### src/hw/rtl/chxy_pkg.sv
// package for the compass heading unit: widths, constants, state type and the
// arctangent table used by the cordic sequencer
// no dependencies
package chxy_pkg;

  localparam int unsigned SAMPLE_BITS  = 16;
  localparam int unsigned CORDIC_STEPS = 16;
  localparam int unsigned STEP_W       = $clog2(CORDIC_STEPS);
  localparam int unsigned ATAN_ENTRIES = 24;
  localparam int unsigned ATAN_IDX_W   = $clog2(ATAN_ENTRIES);

  // samples are scaled up to 30 bits, plus headroom for negation and cordic gain
  localparam int unsigned SCALE_SHIFT  = 30 - SAMPLE_BITS;
  localparam int unsigned DAT_W        = 33;
  localparam int unsigned ACC_W        = 32;
  localparam int unsigned TURN_W       = 16;
  localparam int unsigned DEG_W        = 9;
  localparam int unsigned DEG_PER_TURN = 360;

  // declination: arcminutes to 2^-32 turn, rounded half away from zero
  // 2^32 = 21600 * 198841 + 1696, so round(m * 2^32 / 21600) equals
  // m * 198841 + floor((53 * m + 337) / 675), the last part by reciprocal
  // multiply: floor(v / 675) = (v * 1590729) >> 30 for v below 2^20
  localparam int unsigned DECL_W        = 15;
  localparam int unsigned DECL_RESET    = 38;
  localparam int unsigned DECL_QUO      = 198841;
  localparam int unsigned DECL_QUO_W    = 18;
  localparam int unsigned DECL_FRAC_MUL = 53;
  localparam int unsigned DECL_FRAC_ADD = 337;
  localparam int unsigned DECL_FRAC_W   = 20;
  localparam int unsigned DECL_RECIP    = 1590729;
  localparam int unsigned DECL_RECIP_W  = 21;
  localparam int unsigned DECL_RECIP_SH = 30;
  localparam int unsigned DECL_LO_W     = 11;

  localparam logic [ACC_W-1:0] HALF_TURN = ACC_W'(32'h8000_0000);
  localparam logic [ACC_W-1:0] ROUND_BIAS = ACC_W'(32'h0000_8000);

  typedef enum logic [2:0] {
    ST_IDLE,
    ST_DECL_MUL,
    ST_DECL_RECIP,
    ST_DECL_SUM,
    ST_ROTATE,
    ST_ROUND,
    ST_DEGREE
  } state_e;

  // atan(2^-i) in units of 2^-32 turn
  function automatic logic [ACC_W-1:0] atan_turn(input logic [ATAN_IDX_W-1:0] idx);
    logic [ACC_W-1:0] v;
    case (idx)
      5'd0:    v = 32'h2000_0000;
      5'd1:    v = 32'h12E4_051E;
      5'd2:    v = 32'h09FB_385B;
      5'd3:    v = 32'h0511_11D4;
      5'd4:    v = 32'h028B_0D43;
      5'd5:    v = 32'h0145_D7E1;
      5'd6:    v = 32'h00A2_F61E;
      5'd7:    v = 32'h0051_7C55;
      5'd8:    v = 32'h0028_BE53;
      5'd9:    v = 32'h0014_5F2F;
      5'd10:   v = 32'h000A_2F98;
      5'd11:   v = 32'h0005_17CC;
      5'd12:   v = 32'h0002_8BE6;
      5'd13:   v = 32'h0001_45F3;
      5'd14:   v = 32'h0000_A2F9;
      5'd15:   v = 32'h0000_517C;
      5'd16:   v = 32'h0000_28BE;
      5'd17:   v = 32'h0000_145F;
      5'd18:   v = 32'h0000_0A2F;
      5'd19:   v = 32'h0000_0517;
      5'd20:   v = 32'h0000_028B;
      5'd21:   v = 32'h0000_0145;
      5'd22:   v = 32'h0000_00A2;
      5'd23:   v = 32'h0000_0051;
      default: v = '0;
    endcase
    return v;
  endfunction

endpackage

### src/hw/rtl/compass_heading_from_xy_unit.sv
// compass heading unit: vectoring cordic atan2 on an x/y sample, declination
// add, rounding to 1/65536 turn, floored to whole degrees, reported on change only
// depends on chxy_pkg
//
//   channel  direction  handshake              payload
//   in       sink       in_valid_i / in_stall_o    x_sample_i, y_sample_i
//   out      source     out_valid_o / out_stall_i  heading_deg_o, heading_turn_o
//   cfg      sink       cfg_valid_i / cfg_ready_o  declination_arcmin_i
//
// an input word is taken in an idle cycle and then holds the unit through 16
// cordic steps on the one shift/add rotator, a rounding step and the
// degree/compare step, which writes a changed result into the output register
// a declination write runs through the whole-turn multiply, the reciprocal
// multiply for the remainder part, and the sum and sign; input and config
// are held off meanwhile; after reset the same update runs on the reset
// declination; a result waits in the output register; a new result waits in
// the degree step while the previous one is still stalled
module compass_heading_from_xy_unit
  import chxy_pkg::*;
(
  input  logic                      clk_i,
  input  logic                      rst_ni,
  input  logic                      in_valid_i,
  output logic                      in_stall_o,
  input  logic signed [15:0]        x_sample_i,
  input  logic signed [15:0]        y_sample_i,
  output logic                      out_valid_o,
  input  logic                      out_stall_i,
  output logic [8:0]                heading_deg_o,
  output logic [15:0]               heading_turn_o,
  input  logic                      cfg_valid_i,
  output logic                      cfg_ready_o,
  input  logic signed [DECL_W-1:0]  declination_arcmin_i
);

  state_e                  state_q, state_d;
  logic [STEP_W-1:0]       step_q, step_d;
  logic [DECL_W-1:0]       decl_mag_q, decl_mag_d;
  logic [ACC_W-1:0]        decl_hi_q, decl_hi_d;
  logic [DECL_FRAC_W-1:0]  decl_frac_q, decl_frac_d;
  logic [DECL_LO_W-1:0]    decl_lo_q, decl_lo_d;
  logic                    decl_neg_q, decl_neg_d;
  logic [ACC_W-1:0]        decl_turn_q, decl_turn_d;
  logic signed [DAT_W-1:0] x_q, x_d, y_q, y_d;
  logic [ACC_W-1:0]        acc_q, acc_d;
  logic                    zero_q, zero_d;
  logic [TURN_W-1:0]       turn_q, turn_d;
  logic [DEG_W-1:0]        last_deg_q, last_deg_d;
  logic                    out_valid_q, out_valid_d;
  logic [DEG_W-1:0]        out_deg_q, out_deg_d;
  logic [TURN_W-1:0]       out_turn_q, out_turn_d;

  // declination update signals
  logic [DECL_W-1:0]                    decl_mag;
  logic [DECL_W+DECL_QUO_W-1:0]         hi_prod;
  logic [DECL_FRAC_W-1:0]               frac_val;
  logic [DECL_FRAC_W+DECL_RECIP_W-1:0]  recip_prod;
  logic [ACC_W-1:0]                     decl_sum;

  // rotator signals
  logic signed [DAT_W-1:0] xs, ys, x_ld, y_ld;
  logic [ACC_W-1:0]        atan_val, angle_eff, angle_sum;

  // degree signals
  logic [TURN_W+DEG_W-1:0] deg_prod;
  logic [DEG_W-1:0]        deg_new;

  logic in_take, cfg_take;

  assign cfg_ready_o = (state_q == ST_IDLE);
  assign cfg_take    = cfg_valid_i && cfg_ready_o;
  // a config write wins over an input word in the same cycle
  assign in_stall_o  = (state_q != ST_IDLE) || cfg_valid_i;
  assign in_take     = in_valid_i && !in_stall_o;

  assign out_valid_o    = out_valid_q;
  assign heading_deg_o  = out_deg_q;
  assign heading_turn_o = out_turn_q;

  // |d| of the written declination
  assign decl_mag = declination_arcmin_i[DECL_W-1] ? DECL_W'(-declination_arcmin_i)
                                                   : DECL_W'(declination_arcmin_i);

  // whole-turn part and remainder numerator, then floor by reciprocal
  assign hi_prod    = (DECL_W+DECL_QUO_W)'(decl_mag_q) * (DECL_W+DECL_QUO_W)'(DECL_QUO);
  assign frac_val   = DECL_FRAC_W'(decl_mag_q) * DECL_FRAC_W'(DECL_FRAC_MUL)
                    + DECL_FRAC_W'(DECL_FRAC_ADD);
  assign recip_prod = (DECL_FRAC_W+DECL_RECIP_W)'(decl_frac_q)
                    * (DECL_FRAC_W+DECL_RECIP_W)'(DECL_RECIP);
  assign decl_sum   = decl_hi_q + ACC_W'(decl_lo_q);

  // shared rotator: arithmetic shift floors toward minus infinity
  assign xs       = x_q >>> step_q;
  assign ys       = y_q >>> step_q;
  assign atan_val = atan_turn(ATAN_IDX_W'(step_q));

  // sample load with scaling to 30 bits
  assign x_ld = DAT_W'(x_sample_i) <<< SCALE_SHIFT;
  assign y_ld = DAT_W'(y_sample_i) <<< SCALE_SHIFT;

  // zero vector gives a raw angle of zero
  assign angle_eff = zero_q ? '0 : acc_q;
  assign angle_sum = angle_eff + decl_turn_q + ROUND_BIAS;

  assign deg_prod = (TURN_W+DEG_W)'(turn_q) * (TURN_W+DEG_W)'(DEG_PER_TURN);
  assign deg_new  = deg_prod[TURN_W+DEG_W-1:TURN_W];

  always_comb begin
    state_d     = state_q;
    step_d      = step_q;
    decl_mag_d  = decl_mag_q;
    decl_hi_d   = decl_hi_q;
    decl_frac_d = decl_frac_q;
    decl_lo_d   = decl_lo_q;
    decl_neg_d  = decl_neg_q;
    decl_turn_d = decl_turn_q;
    x_d         = x_q;
    y_d         = y_q;
    acc_d       = acc_q;
    zero_d      = zero_q;
    turn_d      = turn_q;
    last_deg_d  = last_deg_q;
    out_valid_d = out_valid_q && out_stall_i;
    out_deg_d   = out_deg_q;
    out_turn_d  = out_turn_q;

    unique case (state_q)
      ST_IDLE: begin
        if (cfg_take) begin
          decl_mag_d = decl_mag;
          decl_neg_d = declination_arcmin_i[DECL_W-1];
          state_d    = ST_DECL_MUL;
        end else if (in_take) begin
          zero_d = (x_sample_i == '0) && (y_sample_i == '0);
          step_d = '0;
          // left half plane: rotate by half a turn first
          if (x_sample_i[15]) begin
            x_d   = -x_ld;
            y_d   = -y_ld;
            acc_d = HALF_TURN;
          end else begin
            x_d   = x_ld;
            y_d   = y_ld;
            acc_d = '0;
          end
          state_d = ST_ROTATE;
        end
      end
      ST_DECL_MUL: begin
        decl_hi_d   = hi_prod[ACC_W-1:0];
        decl_frac_d = frac_val;
        state_d     = ST_DECL_RECIP;
      end
      ST_DECL_RECIP: begin
        decl_lo_d = recip_prod[DECL_RECIP_SH +: DECL_LO_W];
        state_d   = ST_DECL_SUM;
      end
      ST_DECL_SUM: begin
        decl_turn_d = decl_neg_q ? (ACC_W'(0) - decl_sum) : decl_sum;
        state_d     = ST_IDLE;
      end
      ST_ROTATE: begin
        if (!y_q[DAT_W-1]) begin
          x_d   = x_q + ys;
          y_d   = y_q - xs;
          acc_d = acc_q + atan_val;
        end else begin
          x_d   = x_q - ys;
          y_d   = y_q + xs;
          acc_d = acc_q - atan_val;
        end
        step_d = step_q + 1'b1;
        if (step_q == STEP_W'(CORDIC_STEPS - 1)) begin
          state_d = ST_ROUND;
        end
      end
      ST_ROUND: begin
        turn_d  = angle_sum[ACC_W-1 -: TURN_W];
        state_d = ST_DEGREE;
      end
      ST_DEGREE: begin
        if (deg_new == last_deg_q) begin
          state_d = ST_IDLE;
        end else if (!out_valid_q || !out_stall_i) begin
          out_valid_d = 1'b1;
          out_deg_d   = deg_new;
          out_turn_d  = turn_q;
          last_deg_d  = deg_new;
          state_d     = ST_IDLE;
        end
      end
      default: begin
        state_d = ST_IDLE;
      end
    endcase
  end

  always_ff @(posedge clk_i or negedge rst_ni) begin
    if (!rst_ni) begin
      // reset starts the declination update on the reset value
      state_q     <= ST_DECL_MUL;
      step_q      <= '0;
      decl_mag_q  <= DECL_W'(DECL_RESET);
      decl_hi_q   <= '0;
      decl_frac_q <= '0;
      decl_lo_q   <= '0;
      decl_neg_q  <= 1'b0;
      decl_turn_q <= '0;
      last_deg_q  <= '0;
      out_valid_q <= 1'b0;
    end else begin
      state_q     <= state_d;
      step_q      <= step_d;
      decl_mag_q  <= decl_mag_d;
      decl_hi_q   <= decl_hi_d;
      decl_frac_q <= decl_frac_d;
      decl_lo_q   <= decl_lo_d;
      decl_neg_q  <= decl_neg_d;
      decl_turn_q <= decl_turn_d;
      last_deg_q  <= last_deg_d;
      out_valid_q <= out_valid_d;
    end
  end

  // datapath words, no reset needed
  always_ff @(posedge clk_i) begin
    x_q        <= x_d;
    y_q        <= y_d;
    acc_q      <= acc_d;
    zero_q     <= zero_d;
    turn_q     <= turn_d;
    out_deg_q  <= out_deg_d;
    out_turn_q <= out_turn_d;
  end

endmodule

### config.mk
export PLATFORM = sky130hd
export DESIGN_NAME = compass_heading_from_xy_unit
export DESIGN_NICKNAME = d
export VERILOG_FILES = /design/src/hw/rtl/chxy_pkg.sv /design/src/hw/rtl/compass_heading_from_xy_unit.sv
export SDC_FILE = /design/constraint.sdc
export NUM_CORES = 2
export LEC_CHECK = 0
export BUFFER_PORTS_ARGS = -buffer_cell sky130_fd_sc_hd__buf_2
export CORE_MARGIN = 5
export CORE_UTILIZATION = 50
export CTS_BUF_LIST = sky130_fd_sc_hd__clkbuf_8
export CTS_CLUSTER_SIZE = 16
export DETAILED_ROUTE_END_ITERATION = 10
export PLACE_DENSITY = 0.68
export SKIP_LAST_GASP = 1
export SYNTH_ARGS = -nofsm -noshare
export SYNTH_HDL_FRONTEND = slang
export SYNTH_SLANG_ARGS = --single-unit
### constraint.sdc
create_clock -name clk_i -period 7.8 [get_ports clk_i]
set_clock_uncertainty 0.2 [all_clocks]
set_input_delay 1.56 -clock clk_i [delete_from_list [all_inputs] [get_ports clk_i]]
set_output_delay 1.56 -clock clk_i [all_outputs]
set_load 0.005 [all_outputs]
==> summary.txt <==
Status
  • Status: complete, no violations

CTS
  • CTS root buffer: clkbuf_8
  • Postcts setup bufs: 0
  • CTS tree: yes
  • Clock Latency Late Sink: 680 ps
  • Clock sink total: between 200 and 300
  • H-tree depth: 2
  • Max clock buf depth: 3
  • Num CTS Buffers: 53
  • Resized cells post-CTS: 0
  • Hold buffer count at CTS: 0
  • Clock transition at the registers of the reported paths: 60 ps

Worst setup path
  • Cell repeated most along the worst path: fa_1
  • Worst path top cell family by delay: adder cells
  • RR Startpoint: decl_frac_q[17]
  • Critical Path AT: 7240 ps
  • Source of the critical timing path: decl_frac_q[17]
  • Critical path capture point type: register
  • CP bufs+invs: 4
  • WP data required: 8120 ps
  • Crit-path max FO: 8
  • CP cell instances: fa_1 -> inv_1 -> fa_1 -> inv_1 -> fa_1 -> inv_1 -> fa_1 -> fa_1 -> inv_1 -> fa_1 -> ha_1 -> ha_1 -> and3_1 -> o2111ai_1 -> nor3_1 -> a211o_1 -> a41oi_1 -> o211ai_1 -> a31oi_1 -> o21bai_1 -> a21oi_1 -> xnor2_1 -> o21ai_0
  • Worst Setup Path Type: register to register
  • CP max-delay cell: fa_1
  • R2r setup slk: slightly below 900 ps
  • R2R Path End: decl_lo_q[10]
  • CP endpoint: decl_lo_q[10]
  • Nature of the critical path startpoint: register
  • WP depth: 23
  • Crit-path max cell delay: between 500 and 600 ps
  • R2R cell count: 23

Die
  • Die Height: between 200 and 300 um
  • FP Rows: 100
  • Die area: 80190 um2
  • I/O pin total: 80
  • Die Span X: 283.2 um
  • Initial Utilization: 0.5029
  • Core area: roughly 74000 um2

Place
  • DP HPWL: around 75000 um
  • Port buffer count: a little under 80
  • Placer congestion estimate: around 0.9
  • Placed cell count: roughly 5000

Timing
  • Max_slew headroom: 0.2206
  • Min Tclk post-route: just under 7000 ps
  • Worst-Margin Slew: roughly 1200 ps
  • RSZ-0062 raised after global routing: no
  • Fin. max-slew vios: 0
  • Final hold viol count: 0
  • Final period util: 0.8871
  • F_max: 0.1445 GHz
  • Setup-failing EPs final: 0
  • TNS Setup: 0 ps

Yosys
  • Count leader, synth: ha_1
  • Ys Warns: 0
  • Largest cells by area after synthesis: ha_1 21%, fa_1 12%, edfxtp_1 11%, dfrtp_1 8.3%, inv_1 5.1%
  • Post-Synthesis Cells: around 4100
  • Synth top area share: 0.2056
  • Register area share after synthesis: 0.1986
  • Commonest cells in the netlist: 613 x ha_1, 503 x inv_1, 335 x nand2_1
  • Synth area leader: ha_1
  • Netlist cell types: 90
  • Async set or reset register ratio after synthesis: 0.4776
  • #FFs+latches synth: between 200 and 300
  • Ys flop type: edfxtp_1
  • Post-Syn Area per Cell: a little over 9 um2
  • Syn Nets: a little under 5000
  • EDFF count, synth: 140
  • Cell Area, Synth: between 30000 and 40000 um2

Final layout
  • Share of cells above drive strength 1: 0.07485
  • Final instance count without filler cells: ~5100
  • Synth-to-Final Area Change: 6.415%
  • Fin util: 0.5352
  • Fill cell count: roughly 6800
  • Fin nets: around 5000

Global route
  • Grt total ovfl: 0
  • First-pass GRT wire length: 149800 um
  • GR Util All Layers: 0.2268
  • Antenna violations before repair: 3
  • Largest net degree at the start of global routing: 98
  • Vias in the first global route: 27880

Run
  • MaxCap Viol Count: 0

Drt
  • Routed vias/inst: 5.650
  • Via count: 28810
  • Antenna viol nets, final: 0
  • DR pass1 iterations: 5
  • Routed len/inst: ~18 um
  • Routed wire length: a little over 90000 um
  • Iter 0 DRT Violations: between 1500 and 2000
  • Drt drc: 0

Min path
  • Hold WC Path Type: register to register
## worst register-to-register path: stages, from the launching register on
cell	delay [ps]
dfrtp_1	500
fa_1	580
inv_1	50
fa_1	500
inv_1	60
fa_1	520
inv_1	50
fa_1	500
fa_1	540
inv_1	50
fa_1	480
ha_1	300
ha_1	310
and3_1	170
o2111ai_1	130
nor3_1	80
a211o_1	330
a41oi_1	420
o211ai_1	200
a31oi_1	280
o21bai_1	120
a21oi_1	180
xnor2_1	130
o21ai_0	80
## metrics by stage
stage / setup slack [ps] / area, um2 / hold slack [ps]
final: 880.4 / 39710 / 290.4
after global routing: 386.2 / 39700 / 307.3
after CTS: 826.2 / 39700 / 293.1
after detailed placement: 853.2 / 38580 / 280.5
after global placement: 894.9 / 38580 / 263.8
after floorplan: 1270 / 37310 / 249.8
## metal layers
metal	up-vias	track usage	wire, um
met1	13720	0.3251	43860
met5	-	0	11
met3	158	0.04268	5587
met2	656	0.3547	40830
li1	14280	-	-
met4	2	0.06050	2662
## how the worst min path moves through the flow
| stage | from | endpoint | cells after the start |
|---|---|---|---|
| 2_1_floorplan | decl_turn_q[15] | decl_turn_q[15] | 2 |
| 3_3_place_gp | decl_turn_q[15] | decl_turn_q[15] | 2 |
| 3_5_place_dp | decl_lo_q[9] | decl_lo_q[9] | 2 |
| 4_1_cts | decl_lo_q[9] | decl_lo_q[9] | 2 |
| 5_1_grt | turn_q[7] | heading_turn_o[7] | 0 |
| 6_report | decl_lo_q[9] | decl_lo_q[9] | 2 |
## placed cells by master (no fill, tap or decap), types with 9 or more instances in the layout
cell type    n
o211ai_1    15
o21a_1      42
clkbuf_8    62
mux2_2      33
and2_1      25
inv_1      519
a31oi_1     37
o31ai_1     31
fa_1       216
mux4_2      49
nor2b_1     52
a211oi_1    29
nor2_1     238
xor2_1     159
xnor2_1    180
nor4_1      12
or4_1       14
mux4_1      18
and3_1      35
dfrtp_1    120
mux2i_1     69
buf_2       78
a21o_1      76
buf_4       30
o41ai_1      9
or2_2       15
ha_1       613
nand2b_1    41
o21bai_1    19
nand2_1    334
o22ai_1     12
a21oi_1    218
edfxtp_1   140
nand3_1     60
o21ai_0    254
nand4_1     13
nor3_1      70
or3_1       26
## area by class of cell
class / instances / area, um2 / share of cell area
multi-input cells: 3148 / 27420 / 0.6906
flip-flops and latches: 268 / 7422 / 0.1869
inverters: 505 / 1898 / 0.04780
well taps: 969 / 1212 / 0.03053
clock buffers: 62 / 853.3 / 0.02149
repair buffers: 109 / 626.9 / 0.01579
clock inverters: 36 / 267.8 / 0.006743
diodes: 2 / 5.005 / 0.0001260
## registers in the layout (all words and copies together), names as in the netlist, 16 cells and up
name            flops
x_q                33
y_q                33
acc_q              32
decl_hi_q          32
decl_turn_q        32
decl_frac_q        20
heading_turn_o     16
turn_q             16
## logic make-up after synthesis
kind of cell             share of synthesized area
AO/OA/AOI/OAI                               0.1398
XOR/XNOR                                   0.07957
flip-flops                                  0.1986
buffers and inverters                      0.06683
AND/OR/NAND/NOR                             0.1230
adder cells (fa/ha/maj)                     0.3214
multiplexers                               0.07072
Power is left out: the tool's default activity adds up to more than one toggle a clock period on the data nets, which glitch-free logic cannot reach.
